### src/rtl/core/ebtq_pkg.sv
// Shared types and constants for the encoder, button and touch qualifier.
// No dependencies; every other file of the block imports this package.
package ebtq_pkg;

   // Configuration register file geometry
   localparam int CSR_IDX_W  = 2;
   localparam int CSR_DATA_W = 16;
   localparam int TIME_W     = 32;

   // Register indexes
   localparam logic [CSR_IDX_W-1:0] REG_LONG_PRESS      = 2'd0;
   localparam logic [CSR_IDX_W-1:0] REG_RELEASE_LOCKOUT = 2'd1;
   localparam logic [CSR_IDX_W-1:0] REG_TOUCH_POLL      = 2'd2;
   localparam logic [CSR_IDX_W-1:0] REG_TOUCH_LOCKOUT   = 2'd3;

   // Register reset values in ms
   localparam logic [CSR_DATA_W-1:0] LONG_PRESS_RST      = 16'd600;
   localparam logic [CSR_DATA_W-1:0] RELEASE_LOCKOUT_RST = 16'd180;
   localparam logic [CSR_DATA_W-1:0] TOUCH_POLL_RST      = 16'd15;
   localparam logic [CSR_DATA_W-1:0] TOUCH_LOCKOUT_RST   = 16'd220;

   typedef struct packed {
      logic [CSR_DATA_W-1:0] long_press_ms;
      logic [CSR_DATA_W-1:0] release_lockout_ms;
      logic [CSR_DATA_W-1:0] touch_poll_ms;
      logic [CSR_DATA_W-1:0] touch_lockout_ms;
   } ebtq_cfg_type;

   typedef struct packed {
      logic              encoder_a;
      logic              encoder_b;
      logic              switch_pressed;
      logic              touch_active;
      logic [TIME_W-1:0] now_ms;
   } ebtq_item_type;

   typedef struct packed {
      logic step_clockwise;
      logic step_counter_clockwise;
      logic short_press;
      logic long_press;
      logic touch_press;
   } ebtq_result_type;

endpackage

### src/rtl/core/ebtq_if.sv
// Valid/ready channel interfaces for the qualifier: poll requests, results
// and configuration writes. Depends on ebtq_pkg for widths.
interface ebtq_req_if import ebtq_pkg::*; ();
   logic              valid;
   logic              ready;
   logic              encoder_a;
   logic              encoder_b;
   logic              switch_pressed;
   logic              touch_active;
   logic [TIME_W-1:0] now_ms;

   modport source (output valid, encoder_a, encoder_b, switch_pressed, touch_active, now_ms,
                   input ready);
   modport sink   (input valid, encoder_a, encoder_b, switch_pressed, touch_active, now_ms,
                   output ready);
endinterface

interface ebtq_rsp_if;
   logic valid;
   logic ready;
   logic step_clockwise;
   logic step_counter_clockwise;
   logic short_press;
   logic long_press;
   logic touch_press;

   modport source (output valid, step_clockwise, step_counter_clockwise, short_press,
                   long_press, touch_press, input ready);
   modport sink   (input valid, step_clockwise, step_counter_clockwise, short_press,
                   long_press, touch_press, output ready);
endinterface

interface ebtq_csr_if import ebtq_pkg::*; ();
   logic                  valid;
   logic                  ready;
   logic [CSR_IDX_W-1:0]  index;
   logic [CSR_DATA_W-1:0] data;

   modport source (output valid, index, data, input ready);
   modport sink   (input valid, index, data, output ready);
endinterface

### src/rtl/core/ebtq_csr.sv
// Configuration register bank: four 16-bit timing registers.
// Depends on ebtq_pkg and the ebtq_csr_if interface.
module ebtq_csr
   import ebtq_pkg::*;
(
   input  logic             clock,
   input  logic             reset,
   ebtq_csr_if.sink         csr_chan,
   output ebtq_cfg_type     cfg
);

   ebtq_cfg_type cfg_ff;
   ebtq_cfg_type cfg_in;

   // Always ready; a write lands in the addressed register
   assign csr_chan.ready = 1'b1;

   // Decode the write
   always_comb begin
      cfg_in = cfg_ff;
      if (csr_chan.valid) begin
         unique case (csr_chan.index)
            REG_LONG_PRESS:      cfg_in.long_press_ms      = csr_chan.data;
            REG_RELEASE_LOCKOUT: cfg_in.release_lockout_ms = csr_chan.data;
            REG_TOUCH_POLL:      cfg_in.touch_poll_ms      = csr_chan.data;
            REG_TOUCH_LOCKOUT:   cfg_in.touch_lockout_ms   = csr_chan.data;
            default:             cfg_in = cfg_ff;
         endcase
      end
   end

   always_ff @(posedge clock) begin
      if (reset) begin
         cfg_ff.long_press_ms      <= LONG_PRESS_RST;
         cfg_ff.release_lockout_ms <= RELEASE_LOCKOUT_RST;
         cfg_ff.touch_poll_ms      <= TOUCH_POLL_RST;
         cfg_ff.touch_lockout_ms   <= TOUCH_LOCKOUT_RST;
      end else begin
         cfg_ff <= cfg_in;
      end
   end

   assign cfg = cfg_ff;

endmodule

### src/rtl/core/ebtq_qual.sv
// Event qualification for one poll: encoder direction, press length with
// release lockout, polled touch edge with lockout. Depends on ebtq_pkg.
module ebtq_qual
   import ebtq_pkg::*;
(
   input  logic            clock,
   input  logic            reset,
   input  ebtq_cfg_type    cfg,
   input  ebtq_item_type   item,
   input  logic            step,
   output ebtq_result_type result
);

   logic              prev_a_ff,        prev_a_in;
   logic              switch_held_ff,   switch_held_in;
   logic [TIME_W-1:0] press_start_ff,   press_start_in;
   logic [TIME_W-1:0] last_release_ff,  last_release_in;
   logic [TIME_W-1:0] last_poll_ff,     last_poll_in;
   logic              prev_touch_ff,    prev_touch_in;
   logic [TIME_W-1:0] last_edge_ff,     last_edge_in;

   logic              rise_a;
   logic              press_start;
   logic              release_seen;
   logic [TIME_W-1:0] held_ms;
   logic              release_ok;
   logic              poll_due;
   logic              touch_ok;
   logic              touch_hit;
   logic              is_long;

   // Elapsed times wrap modulo 2^32
   assign held_ms    = item.now_ms - press_start_ff;
   assign release_ok = (item.now_ms - last_release_ff) >=
                       {{(TIME_W-CSR_DATA_W){1'b0}}, cfg.release_lockout_ms};
   assign poll_due   = (item.now_ms - last_poll_ff) >=
                       {{(TIME_W-CSR_DATA_W){1'b0}}, cfg.touch_poll_ms};
   assign touch_ok   = (item.now_ms - last_edge_ff) >=
                       {{(TIME_W-CSR_DATA_W){1'b0}}, cfg.touch_lockout_ms};
   assign is_long    = held_ms >= {{(TIME_W-CSR_DATA_W){1'b0}}, cfg.long_press_ms};

   // Edge detection
   assign rise_a       = item.encoder_a & ~prev_a_ff;
   assign press_start  = item.switch_pressed & ~switch_held_ff;
   assign release_seen = ~item.switch_pressed & switch_held_ff;
   assign touch_hit    = poll_due & item.touch_active & ~prev_touch_ff & touch_ok;

   // Result bits; A is high on a rise, so B low means clockwise
   always_comb begin
      result.step_clockwise         = rise_a & ~item.encoder_b;
      result.step_counter_clockwise = rise_a & item.encoder_b;
      result.short_press            = release_seen & release_ok & ~is_long;
      result.long_press             = release_seen & release_ok & is_long;
      result.touch_press            = touch_hit;
   end

   // Next state, advanced only when a poll is consumed
   always_comb begin
      prev_a_in       = prev_a_ff;
      switch_held_in  = switch_held_ff;
      press_start_in  = press_start_ff;
      last_release_in = last_release_ff;
      last_poll_in    = last_poll_ff;
      prev_touch_in   = prev_touch_ff;
      last_edge_in    = last_edge_ff;
      if (step) begin
         prev_a_in = item.encoder_a;
         if (press_start) begin
            switch_held_in = 1'b1;
            press_start_in = item.now_ms;
         end else if (release_seen) begin
            switch_held_in = 1'b0;
            if (release_ok) begin
               last_release_in = item.now_ms;
            end
         end
         if (poll_due) begin
            last_poll_in  = item.now_ms;
            prev_touch_in = item.touch_active;
            if (touch_hit) begin
               last_edge_in = item.now_ms;
            end
         end
      end
   end

   always_ff @(posedge clock) begin
      if (reset) begin
         prev_a_ff       <= 1'b1;
         switch_held_ff  <= 1'b0;
         press_start_ff  <= '0;
         last_release_ff <= '0;
         last_poll_ff    <= '0;
         prev_touch_ff   <= 1'b0;
         last_edge_ff    <= '0;
      end else begin
         prev_a_ff       <= prev_a_in;
         switch_held_ff  <= switch_held_in;
         press_start_ff  <= press_start_in;
         last_release_ff <= last_release_in;
         last_poll_ff    <= last_poll_in;
         prev_touch_ff   <= prev_touch_in;
         last_edge_ff    <= last_edge_in;
      end
   end

endmodule

### src/rtl/core/encoder_button_touch_qualifier_unit.sv
// Rotary encoder, push switch and touch qualifier. Each request is one poll
// of the pins with a millisecond timestamp and returns exactly one response
// with five event flags. A poll is taken into an input register, qualified
// combinationally against the stored pin history and timing registers, and
// the flags land in a result register. One poll per clock is sustained while
// the responder takes each result. Timing registers are to be written over the
// csr channel only while no poll is in flight; the block does not enforce it.
// Depends on ebtq_pkg, ebtq_if, ebtq_csr and ebtq_qual.
module encoder_button_touch_qualifier_unit
   import ebtq_pkg::*;
(
   input  logic      clock,
   input  logic      reset,
   ebtq_req_if.sink  req_chan,
   ebtq_rsp_if.source rsp_chan,
   ebtq_csr_if.sink  csr_chan
);

   ebtq_cfg_type    cfg;
   ebtq_item_type   item_ff;
   ebtq_result_type result;
   ebtq_result_type result_ff;
   logic            in_valid_ff, in_valid_in;
   logic            out_valid_ff, out_valid_in;
   logic            advance;
   logic            take_req;

   ebtq_csr u_csr (
      .clock    (clock),
      .reset    (reset),
      .csr_chan (csr_chan),
      .cfg      (cfg)
   );

   ebtq_qual u_qual (
      .clock  (clock),
      .reset  (reset),
      .cfg    (cfg),
      .item   (item_ff),
      .step   (advance),
      .result (result)
   );

   // Move a request to the result register when that register frees up
   assign advance  = in_valid_ff & (~out_valid_ff | rsp_chan.ready);
   assign take_req = req_chan.valid & req_chan.ready;
   assign req_chan.ready = ~in_valid_ff | advance;

   always_comb begin
      in_valid_in  = take_req | (in_valid_ff & ~advance);
      out_valid_in = advance | (out_valid_ff & ~rsp_chan.ready);
   end

   always_ff @(posedge clock) begin
      if (reset) begin
         in_valid_ff  <= 1'b0;
         out_valid_ff <= 1'b0;
      end else begin
         in_valid_ff  <= in_valid_in;
         out_valid_ff <= out_valid_in;
      end
   end

   // Capture request payload and hold the response payload
   always_ff @(posedge clock) begin
      if (take_req) begin
         item_ff.encoder_a      <= req_chan.encoder_a;
         item_ff.encoder_b      <= req_chan.encoder_b;
         item_ff.switch_pressed <= req_chan.switch_pressed;
         item_ff.touch_active   <= req_chan.touch_active;
         item_ff.now_ms         <= req_chan.now_ms;
      end
      if (advance) begin
         result_ff <= result;
      end
   end

   assign rsp_chan.valid                  = out_valid_ff;
   assign rsp_chan.step_clockwise         = result_ff.step_clockwise;
   assign rsp_chan.step_counter_clockwise = result_ff.step_counter_clockwise;
   assign rsp_chan.short_press            = result_ff.short_press;
   assign rsp_chan.long_press             = result_ff.long_press;
   assign rsp_chan.touch_press            = result_ff.touch_press;

endmodule
### src/flat_wrapper.sv
// flat-port wrapper written by rule: the top's interface ports become plain ports
module encoder_button_touch_qualifier_unit_flat import ebtq_pkg::*;
  (clock, reset, req_chan_valid, req_chan_encoder_a, req_chan_encoder_b, req_chan_switch_pressed, req_chan_touch_active, req_chan_now_ms, req_chan_ready, rsp_chan_valid, rsp_chan_step_clockwise, rsp_chan_step_counter_clockwise, rsp_chan_short_press, rsp_chan_long_press, rsp_chan_touch_press, rsp_chan_ready, csr_chan_valid, csr_chan_index, csr_chan_data, csr_chan_ready);
  ebtq_req_if req_chan_i ();
  ebtq_rsp_if rsp_chan_i ();
  ebtq_csr_if csr_chan_i ();
  input  logic clock;
  input  logic reset;
  input wire logic [$bits(req_chan_i.valid)-1:0] req_chan_valid;
  input wire logic [$bits(req_chan_i.encoder_a)-1:0] req_chan_encoder_a;
  input wire logic [$bits(req_chan_i.encoder_b)-1:0] req_chan_encoder_b;
  input wire logic [$bits(req_chan_i.switch_pressed)-1:0] req_chan_switch_pressed;
  input wire logic [$bits(req_chan_i.touch_active)-1:0] req_chan_touch_active;
  input wire logic [$bits(req_chan_i.now_ms)-1:0] req_chan_now_ms;
  output wire logic [$bits(req_chan_i.ready)-1:0] req_chan_ready;
  output wire logic [$bits(rsp_chan_i.valid)-1:0] rsp_chan_valid;
  output wire logic [$bits(rsp_chan_i.step_clockwise)-1:0] rsp_chan_step_clockwise;
  output wire logic [$bits(rsp_chan_i.step_counter_clockwise)-1:0] rsp_chan_step_counter_clockwise;
  output wire logic [$bits(rsp_chan_i.short_press)-1:0] rsp_chan_short_press;
  output wire logic [$bits(rsp_chan_i.long_press)-1:0] rsp_chan_long_press;
  output wire logic [$bits(rsp_chan_i.touch_press)-1:0] rsp_chan_touch_press;
  input wire logic [$bits(rsp_chan_i.ready)-1:0] rsp_chan_ready;
  input wire logic [$bits(csr_chan_i.valid)-1:0] csr_chan_valid;
  input wire logic [$bits(csr_chan_i.index)-1:0] csr_chan_index;
  input wire logic [$bits(csr_chan_i.data)-1:0] csr_chan_data;
  output wire logic [$bits(csr_chan_i.ready)-1:0] csr_chan_ready;
  assign req_chan_i.valid = req_chan_valid;
  assign req_chan_i.encoder_a = req_chan_encoder_a;
  assign req_chan_i.encoder_b = req_chan_encoder_b;
  assign req_chan_i.switch_pressed = req_chan_switch_pressed;
  assign req_chan_i.touch_active = req_chan_touch_active;
  assign req_chan_i.now_ms = req_chan_now_ms;
  assign req_chan_ready = req_chan_i.ready;
  assign rsp_chan_valid = rsp_chan_i.valid;
  assign rsp_chan_step_clockwise = rsp_chan_i.step_clockwise;
  assign rsp_chan_step_counter_clockwise = rsp_chan_i.step_counter_clockwise;
  assign rsp_chan_short_press = rsp_chan_i.short_press;
  assign rsp_chan_long_press = rsp_chan_i.long_press;
  assign rsp_chan_touch_press = rsp_chan_i.touch_press;
  assign rsp_chan_i.ready = rsp_chan_ready;
  assign csr_chan_i.valid = csr_chan_valid;
  assign csr_chan_i.index = csr_chan_index;
  assign csr_chan_i.data = csr_chan_data;
  assign csr_chan_ready = csr_chan_i.ready;
  encoder_button_touch_qualifier_unit u_core (.clock(clock), .reset(reset), .req_chan(req_chan_i), .rsp_chan(rsp_chan_i), .csr_chan(csr_chan_i));
endmodule
### config.mk
export PLATFORM = sky130hd
export DESIGN_NAME = encoder_button_touch_qualifier_unit_flat
export DESIGN_NICKNAME = d
export VERILOG_FILES = /design/src/rtl/core/ebtq_pkg.sv /design/src/rtl/core/ebtq_if.sv /design/src/rtl/core/ebtq_csr.sv /design/src/rtl/core/ebtq_qual.sv /design/src/rtl/core/encoder_button_touch_qualifier_unit.sv /design/src/flat_wrapper.sv
export SDC_FILE = /design/constraint.sdc
export NUM_CORES = 1
export LEC_CHECK = 0
export BUFFER_PORTS_ARGS = -buffer_cell sky130_fd_sc_hd__buf_2
export CORE_UTILIZATION = 40
export CTS_BUF_LIST = sky130_fd_sc_hd__clkbuf_4
export DETAILED_ROUTE_END_ITERATION = 10
export GPL_ROUTABILITY_DRIVEN = 0
export PLACE_DENSITY = 0.55
export SYNTH_ARGS = -nofsm -noshare
export SYNTH_HDL_FRONTEND = slang
export SYNTH_SLANG_ARGS = --single-unit
export TNS_END_PERCENT = 20
### constraint.sdc
create_clock -name clock -period 4.2 [get_ports clock]
set_input_delay 0.63 -clock clock [delete_from_list [all_inputs] [get_ports clock]]
set_output_delay 0.63 -clock clock [all_outputs]
set_load 0.05 [all_outputs]
==> results_dict.tcl <==
set metrics [dict create \
    total_power_mw 6.91 \
    clkTransAtPathRegs_ns 0.06 \
    dp_cells 3095 \
    rr_startpoint "u_core.item_ff[2]" \
    critPathMaxFanout 5 \
    path_delay_family "simple AND/OR/NAND/NOR gates" \
    fin_util_pct 51.8 \
    wire_per_inst_microns 17.4 \
    pre_cts_ws_ns -0.622 \
    clock_latency_ns 0.79 \
    gr-usage-all-layers_pct 25.1 \
    hold_depth 1 \
    synth_top_area_share_pct 22.3 \
    cts_buffer_depth 3 \
    setup_viol 100 \
    worstSetupPathType "reg -> reg" \
    violations "setup timing" \
    synth-edff-count 41 \
    cts_tree "built" \
    whs_ns 0.0760 \
    drive_gt1_share_pct 21.7 \
    ir_drop_uv 174 \
    first_global_vias 17456 \
    grt_pass1_wl_mm 88.9 \
    htree_levels 3 \
    synth_common_cells "a21oi_1 (326), nand2_1 (289), inv_1 (210)" \
    synthTopCellsByArea "dfxtp_1 (22%), ha_1 (13%), a21oi_1 (9.2%)" \
    syn-num-nets 2546 \
    setup_tns_ns -42.03 \
    ys.flop_type "dfxtp_1" \
    dr.pass1.iters 7 \
    r2r_slack_ns -0.64 \
    power_density_nw_per_um2 308 \
    start_util_pct 40.8 \
    rows 76 \
    drtAntennaViolNets 0 \
    critPathLaunchType "register" \
    slowest_stage "edfxtp_1" \
    syn_to_final_growth_pct 27.1 \
    crit_buf_inv 4 \
    numClockSinks 238 \
    synth_cells 2293 \
    r2r_cells 22 \
    hp-start "req_chan_now_ms[9]" \
    hold_viol_final 0 \
    slowest_delay_ns 0.52 \
    r2r-end "u_core.u_qual.last_edge_ff[31]" \
    nFillCells 4225 \
    end_kind "register" \
    hp-class "in -> reg" \
    async_flop_share_pct 0 \
    vias 17701 \
    fin_ws_ns -0.636 \
    cpMostUsedCell "buf_4" \
    core_sq_um 43400 \
    fin_crit_sh_pct 115 \
    drv_cap 0 \
    dieWidth_microns 212 \
    ios 67 \
    required_ns 4.76 \
    rsz0062_at_grt "yes" \
    dieHeight_microns 212 \
    fin_nets 2890 \
    cts-buffers-inserted 72 \
    drt_iter0_drc 1066 \
    worst_hold_path.endpoint "u_core.item_ff[9]" \
    yosysMostFrequentCell "a21oi_1" \
    worst_pin_slew_ns 1.14 \
    hpwlAfterDp_mm 41.7 \
    grt_overflow_total 0 \
    synth-seq-cells 238 \
    critPathArrivalTime_ns 5.40 \
    clockRootBuffer "clkbuf_4" \
    syn_area_per_cell_sq_um 7.71 \
    dpl_cell_area_sq_um 20400 \
    dieArea_sq_um 45000 \
    design_area_sq_um 22500 \
    via_per_inst 5.40 \
    slew_viol_final 0 \
    clock_skew_ns 0.0767 \
    instances_no_fill 3278 \
    p_leak_nw 9.15 \
    antenna_found_initial 2 \
    netlist_area_sq_um 17700 \
    fmax_mhz 207 \
    seq_area_frac_synth_pct 29.3 \
    drc 0 \
    relSlewSlack_pct 23.7 \
    portBuffers 65 \
    status "finished with violations" \
    period_needed_ns 4.84 \
    grt_max_degree 134 \
    yosys.area.top_type "dfxtp_1" \
    yosys_warnings 0 \
    cp_cell_sequence "buf_4 -> ha_1 -> a211o_1 -> o2111ai_2 -> a31oi_2 -> nor2_1 -> xnor2_1 -> ha_1 -> a21oi_2 -> nor2b_4 -> a2111oi_4 -> o311ai_1 -> or4_1 -> nor4_2 -> nand4_1 -> nor4_4 -> buf_4 -> nor3b_4 -> buf_4 -> buf_6 -> nand3_1 -> a21oi_1" \
    synth_cell_types 83 \
    wirelength_mm 57.0 \
]
logic make-up after synthesis:
| logic type | Yosys count | share of synthesized area [%] |
|---|---|---|
| mux | 42 | 2.39 |
| fa+ha+maj | 194 | 13.9 |
| buf+inv | 316 | 7.05 |
| flops | 238 | 29.3 |
| xor+xnor | 89 | 4.41 |
| other cells | 1 | 0.0212 |
| simple gates | 727 | 19.1 |
| compound gates | 686 | 23.9 |
timing repair:
item	in CTS	in global routing
pin swaps	23	42
resized for setup	53	75
hold endpoints to repair	22	0
setup buffers	5	13
hold buffers	22	0
cloned	6	7
setup endpoints to repair	100	100
per-layer routing:
layer	up-vias	share of wire (%)	track usage, %
li1	8803	-	-
met1	8364	45	31.6
met2	402	47	42.5
met3	132	3.9	3.90
met4	0	3.5	10.1
met5	-	0	0
how the worst max path moves through the flow:
stage / start / to / slack [ns] / depth (start not counted)
after floorplan: u_core.item_ff[0] / u_core.u_qual.last_release_ff[10] / -0.16 / 24
after global placement: u_core.item_ff[8] / u_core.u_qual.last_edge_ff[0] / -0.61 / 22
after detailed placement: u_core.item_ff[0] / u_core.u_qual.last_edge_ff[31] / -0.62 / 22
after CTS: u_core.item_ff[0] / u_core.u_qual.last_edge_ff[5] / -0.54 / 24
after global routing: u_core.item_ff[0] / u_core.rsp_chan.long_press / -0.87 / 23
final: u_core.item_ff[2] / u_core.u_qual.last_edge_ff[31] / -0.64 / 22
state kept, by name, summed over array words and instances (netlist names):
name	count
u_core.u_qual.last_poll_ff	32
u_core.u_qual.prev_a_ff	1
u_core.in_valid_ff	1
u_core.u_qual.prev_touch_ff	1
u_core.rsp_chan.valid	1
u_core.rsp_chan.touch_press	1
u_core.u_qual.last_release_ff	32
u_core.u_qual.press_start_ff	32
u_core.item_ff	36
u_core.u_csr.cfg	64
u_core.rsp_chan.short_press	1
u_core.rsp_chan.step_counter_clockwise	1
u_core.rsp_chan.step_clockwise	1
u_core.u_qual.switch_held_ff	1
u_core.rsp_chan.long_press	1
u_core.u_qual.last_edge_ff	32
cells in the final DEF, fill, tap and decap left out, types with 11 or more instances in the layout:
master,count
a21oi_1,295
nand2_1,287
buf_4,260
inv_1,207
dfxtp_1,197
ha_1,186
nor2_1,166
clkbuf_4,101
a21o_1,80
o21ai_0,79
buf_2,64
xnor2_1,56
nand3_1,48
mux2i_1,41
edfxtp_1,41
nand4_1,40
xor2_1,33
a21oi_2,31
o21a_1,30
nor3_1,25
dlygate4sd3_1,22
nor2b_1,21
clkinv_1,19
a211o_1,18
o211ai_1,18
nand3_2,17
and3_1,16
o21bai_1,15
nand2b_1,14
nand3b_1,12
buf_6,12
and2_1,11
nor4_1,11
layout make-up:
| class | instances | area (sq um) | area share (%) |
|---|---|---|---|
| multi-input combinational | 1740 | 11900 | 52.8 |
| sequential | 238 | 5170 | 23.0 |
| timing repair buffer | 374 | 2980 | 13.3 |
| inverter | 211 | 795 | 3.54 |
| clock buffer | 101 | 758 | 3.37 |
| tap | 585 | 732 | 3.26 |
| clock inverter | 27 | 161 | 0.718 |
| antenna | 2 | 5.00 | 0.0223 |
where the power goes:
| part | internal, mW | switching (mW) |
|---|---|---|
| clock network | 1.23 | 1.09 |
| registers | 2.41 | 0.0650 |
| logic | 0.937 | 1.18 |
| total | 4.58 | 2.33 |
No activity file was read; power rests on OpenSTA's default activity.
